`src/hw/rtl/rbs_fifo.sv`:
```
`default_nettype none

module rbs_fifo #(
   parameter int DEPTH = 8,
   parameter type entry_type = logic
) (
   input  wire logic      clock,
   input  wire logic      reset,
   input  wire logic      push,
   input  wire entry_type din,
   input  wire logic      pop,
   output entry_type      dout,
   output logic           empty,
   output logic           full
);

   localparam int PW = (DEPTH > 1) ? $clog2(DEPTH) : 1;
   localparam int CW = $clog2(DEPTH + 1);

   entry_type        entries_ff [DEPTH];
   logic [PW-1:0]    wr_ptr_ff, wr_ptr_in;
   logic [PW-1:0]    rd_ptr_ff, rd_ptr_in;
   logic [CW-1:0]    count_ff, count_in;
   logic             do_pop;

   assign empty  = (count_ff == '0);
   assign full   = (count_ff == CW'(DEPTH));
   assign dout   = entries_ff[rd_ptr_ff];
   assign do_pop = pop && !empty;

   always_comb begin
      wr_ptr_in = wr_ptr_ff;
      rd_ptr_in = rd_ptr_ff;
      count_in  = count_ff;
      if (push) begin
         wr_ptr_in = (wr_ptr_ff == PW'(DEPTH - 1)) ? '0 : wr_ptr_ff + 1'b1;
      end
      if (do_pop) begin
         rd_ptr_in = (rd_ptr_ff == PW'(DEPTH - 1)) ? '0 : rd_ptr_ff + 1'b1;
      end
      if (push && !do_pop) begin
         count_in = count_ff + 1'b1;
      end else if (!push && do_pop) begin
         count_in = count_ff - 1'b1;
      end
   end

   always_ff @(posedge clock) begin
      if (reset) begin
         wr_ptr_ff <= '0;
         rd_ptr_ff <= '0;
         count_ff  <= '0;
      end else begin
         wr_ptr_ff <= wr_ptr_in;
         rd_ptr_ff <= rd_ptr_in;
         count_ff  <= count_in;
      end
   end

   always_ff @(posedge clock) begin
      if (push) begin
         entries_ff[wr_ptr_ff] <= din;
      end
   end

endmodule

`default_nettype wire

```
`config.mk`:
```
export PLATFORM = sky130hd
export DESIGN_NAME = rbs_fifo
export DESIGN_NICKNAME = d
export VERILOG_FILES = /design/src/hw/rtl/rbs_fifo.sv
export SDC_FILE = /design/constraint.sdc
export NUM_CORES = 1
export LEC_CHECK = 0
export BUFFER_PORTS_ARGS = -buffer_cell sky130_fd_sc_hd__buf_2
export CAP_MARGIN = 40
export CORE_MARGIN = 2
export CORE_UTILIZATION = 50
export DETAILED_ROUTE_END_ITERATION = 10
export PLACE_DENSITY = 0.69
export SKIP_LAST_GASP = 1
export SYNTH_ARGS = -nofsm -noshare
export SYNTH_HDL_FRONTEND = slang
export SYNTH_SLANG_ARGS = --single-unit
export TNS_END_PERCENT = 5
```
`constraint.sdc`:
```
create_clock -name clock -period 2.58 [get_ports clock]
set_input_delay 0.774 -clock clock [delete_from_list [all_inputs] [get_ports clock]]
set_output_delay 0.774 -clock clock [all_outputs]
set_load 0.02 [all_outputs]
```
==> impl_metrics.toml <==
[status]
status = "completed"

[hold_path]
hold_path.class = "reg -> reg"
hold_depth = 2

[detailed_routing]
drt-total-wl_mm = 1.48
drt-initial-drc-count = 6
drt-pass1-iter-count = 4
final_antenna_net_count = 0
vias = 634
avgRoutedWirePerCell_um = 12.3
vias_per_cell = 5.28
drc = 0

[run]
maxCapViolCount = 0

[power_and_ir_drop]
cell_internal_pwr_w = 0.000658
clkPwrFrac_pct = 15.1
power_w = 0.00102
p_leak_nw = 0.438
power_per_cell_area_nw_per_um2 = 949
ir_worst_vdd_mv = 0.649
p_comb_share_pct = 38.5
p_sw_w = 0.000364
p_seq_share_pct = 46.4
switching_share_pct = 35.6

[clocking]
cts_num_sinks = 21
cts_resized = 0
cts_setup_buffers = 0
cts_buffer_depth = 2
clk_latency_ns = 0.30
path_clk_slew_ns = 0.11
holdBufCountCts = 0
cts_root_buffer = "clkbuf_4"
cts_buffers = 3
cts_htree_levels = 1
cts_tree = "built"

[global_route]
grt_util_all_layers_pct = 16.7
antenna_found_initial = 0
grt_remaining_overflow = 0
first_global_vias = 566
grt_max_degree = 13
grt_pass1_wl_mm = 2.42

[sta]
max_freq_ghz = 0.418
period_needed_ns = 2.39
worstMarginPinSlew_ns = 0.318
slew_viol_final = 0
setup_viol = 0
hold_viol_final = 0
tns_ns = 0
fin_worst_skew_ns = 0.00132
rsz0062_at_grt = "false"
slew_headroom_pct = 78.8
final.period_utilization_pct = 92.6

[critical_path]
cp-start-kind = "register"
critPathRequiredTime_ns = 1.81
cp_top_family = "multiplexers"
arrival_ns = 1.62
cp.depth = 3
path_buf_inv = 1
crit_fanout = 2
critPathKind = "reg -> out"
reg2regPathDepth = 8
worstPathCellList = "mux4_2 -> mux2_2 -> buf_2"
crit_path_end_kind = "primary output"
crit_path_max_incr_delay_ns = 0.50
worst_path_max_delay_cell = "mux4_2"

[finish]
n_antenna_cell = 0
final_common_cell = "nor2_1"
drive_above_1_share_pct = 20.0
area_growth_pct = 11.3
fin_nets = 109
final_cell_mix = "nor2_1 (18), dfxtp_1 (13), edfxtp_1 (8)"
stdcell_area_um2 = 1080
final_cells = 120

[yosys]
synth-seq-area-share_pct = 51.7
synth-seq-cells = 21
synthesis.nets = 96
synth_cell_types = 25
ys_warn_count = 0
syn-instance-count = 83
syn_area_per_cell_um2 = 11.7
yosys.area.top_type_share_pct = 26.9
synth_top_area_cell = "dfxtp_1"
syn-cell-area_um2 = 967
post_synth_main_area_contributors = "dfxtp_1 (27%), edfxtp_1 (25%), ha_1 (9.1%)"

[place]
place_area_um2 = 1050
gp_congestion = 0.841
placedCellCount = 116
io_buffer_count = 7
dpl.hpwl_mm = 1.13

[floorplanning]
die_w_um = 48.0
start_util_pct = 54.8
die_area_um2 = 2300
std_cell_rows = 15
io_pins = 8
fp.coreArea_um2 = 1760
die_h_um = 48.0
-- power by group through the flow --
stage	Combinational, W	Clock [W]	Sequential (W)
after floorplan	0.000288	0	0.000465
after global placement	0.000375	0	0.000479
after detailed placement	0.000393	0	0.000483
after CTS	0.000396	0.000160	0.000475
after global routing	0.000434	0.000176	0.000487
final	0.000394	0.000154	0.000474
-- worst reg2reg max path, cell delays in order (launching register included) --
cell      delay (ns)
dfxtp_1         0.42
o41ai_4         0.38
ha_1            0.23
inv_1           0.08
ha_1            0.32
a21oi_1         0.21
a211oi_1        0.10
a31oi_1         0.19
mux2_2          0.35
-- through the flow --
| step | utilization, % | hold WS, ns | setup WS (ns) |
|---|---|---|---|
| after floorplan | - | 0.488 | 0.251 |
| after global placement | 59.4 | 0.518 | 0.171 |
| after detailed placement | 59.4 | 0.525 | 0.0534 |
| after CTS | 61.0 | 0.544 | 0.162 |
| after global routing | 61.0 | 0.593 | 0.0941 |
| final | 61.0 | 0.542 | 0.190 |
-- layout make-up --
class                           instances  area, µm²
Fill cell                             165        688
Sequential cell                        21        500
Multi-Input combinational cell         59        455
Timing Repair Buffer                   10       57.6
Tap cell                               25       31.3
Clock buffer                            3       22.5
Clock inverter                          1       5.00
Inverter                                1       3.75
-- Yosys cell counts --
library cell	instances
inv_1	1
dfxtp_1	13
a31oi_1	1
nor3_1	3
fa_1	1
o41ai_4	1
clkbuf_1	2
nor4_1	1
edfxtp_1	8
ha_1	7
mux2_2	2
nor4b_1	1
xnor2_1	1
a21oi_1	5
nand2b_1	4
nor2_1	18
nor2b_1	1
mux2i_1	4
a211oi_1	1
xor2_1	1
nand3_1	1
nor3b_1	1
mux4_2	2
nand3b_1	1
nand2_1	2
-- kinds of logic after synthesis --
| group | share of synthesized area (%) |
|---|---|
| and+or+nand+nor | 16.2 |
| DFF | 51.7 |
| AOI/OAI and AO/OA | 6.86 |
| muxes | 11.1 |
| adders and majority gates | 11.1 |
| buffers and inverters | 1.16 |
| xor gates and xnor gates | 1.81 |
-- layer usage --
metal,routed length (µm),up-vias,track usage (%)
li1,-,322,-
met1,671,295,17.7
met2,705,13,25.1
met3,58,4,7.55
met4,42,0,14.1
met5,0,-,0
-- final timing paths --
kind,startpoint,to,slack [ns]
max reg2reg,count_ff[1]$_SDFFE_PP0P_,count_ff[3]$_SDFFE_PP0P_,0.22
max,register,dout,0.19
min reg2reg,rd_ptr_ff[1]$_SDFFE_PP0P_,rd_ptr_ff[1]$_SDFFE_PP0P_,0.54
min,rd_ptr_ff[1]$_SDFFE_PP0P_,rd_ptr_ff[1]$_SDFFE_PP0P_,0.54
No activity file was read; power rests on OpenSTA's default activity.
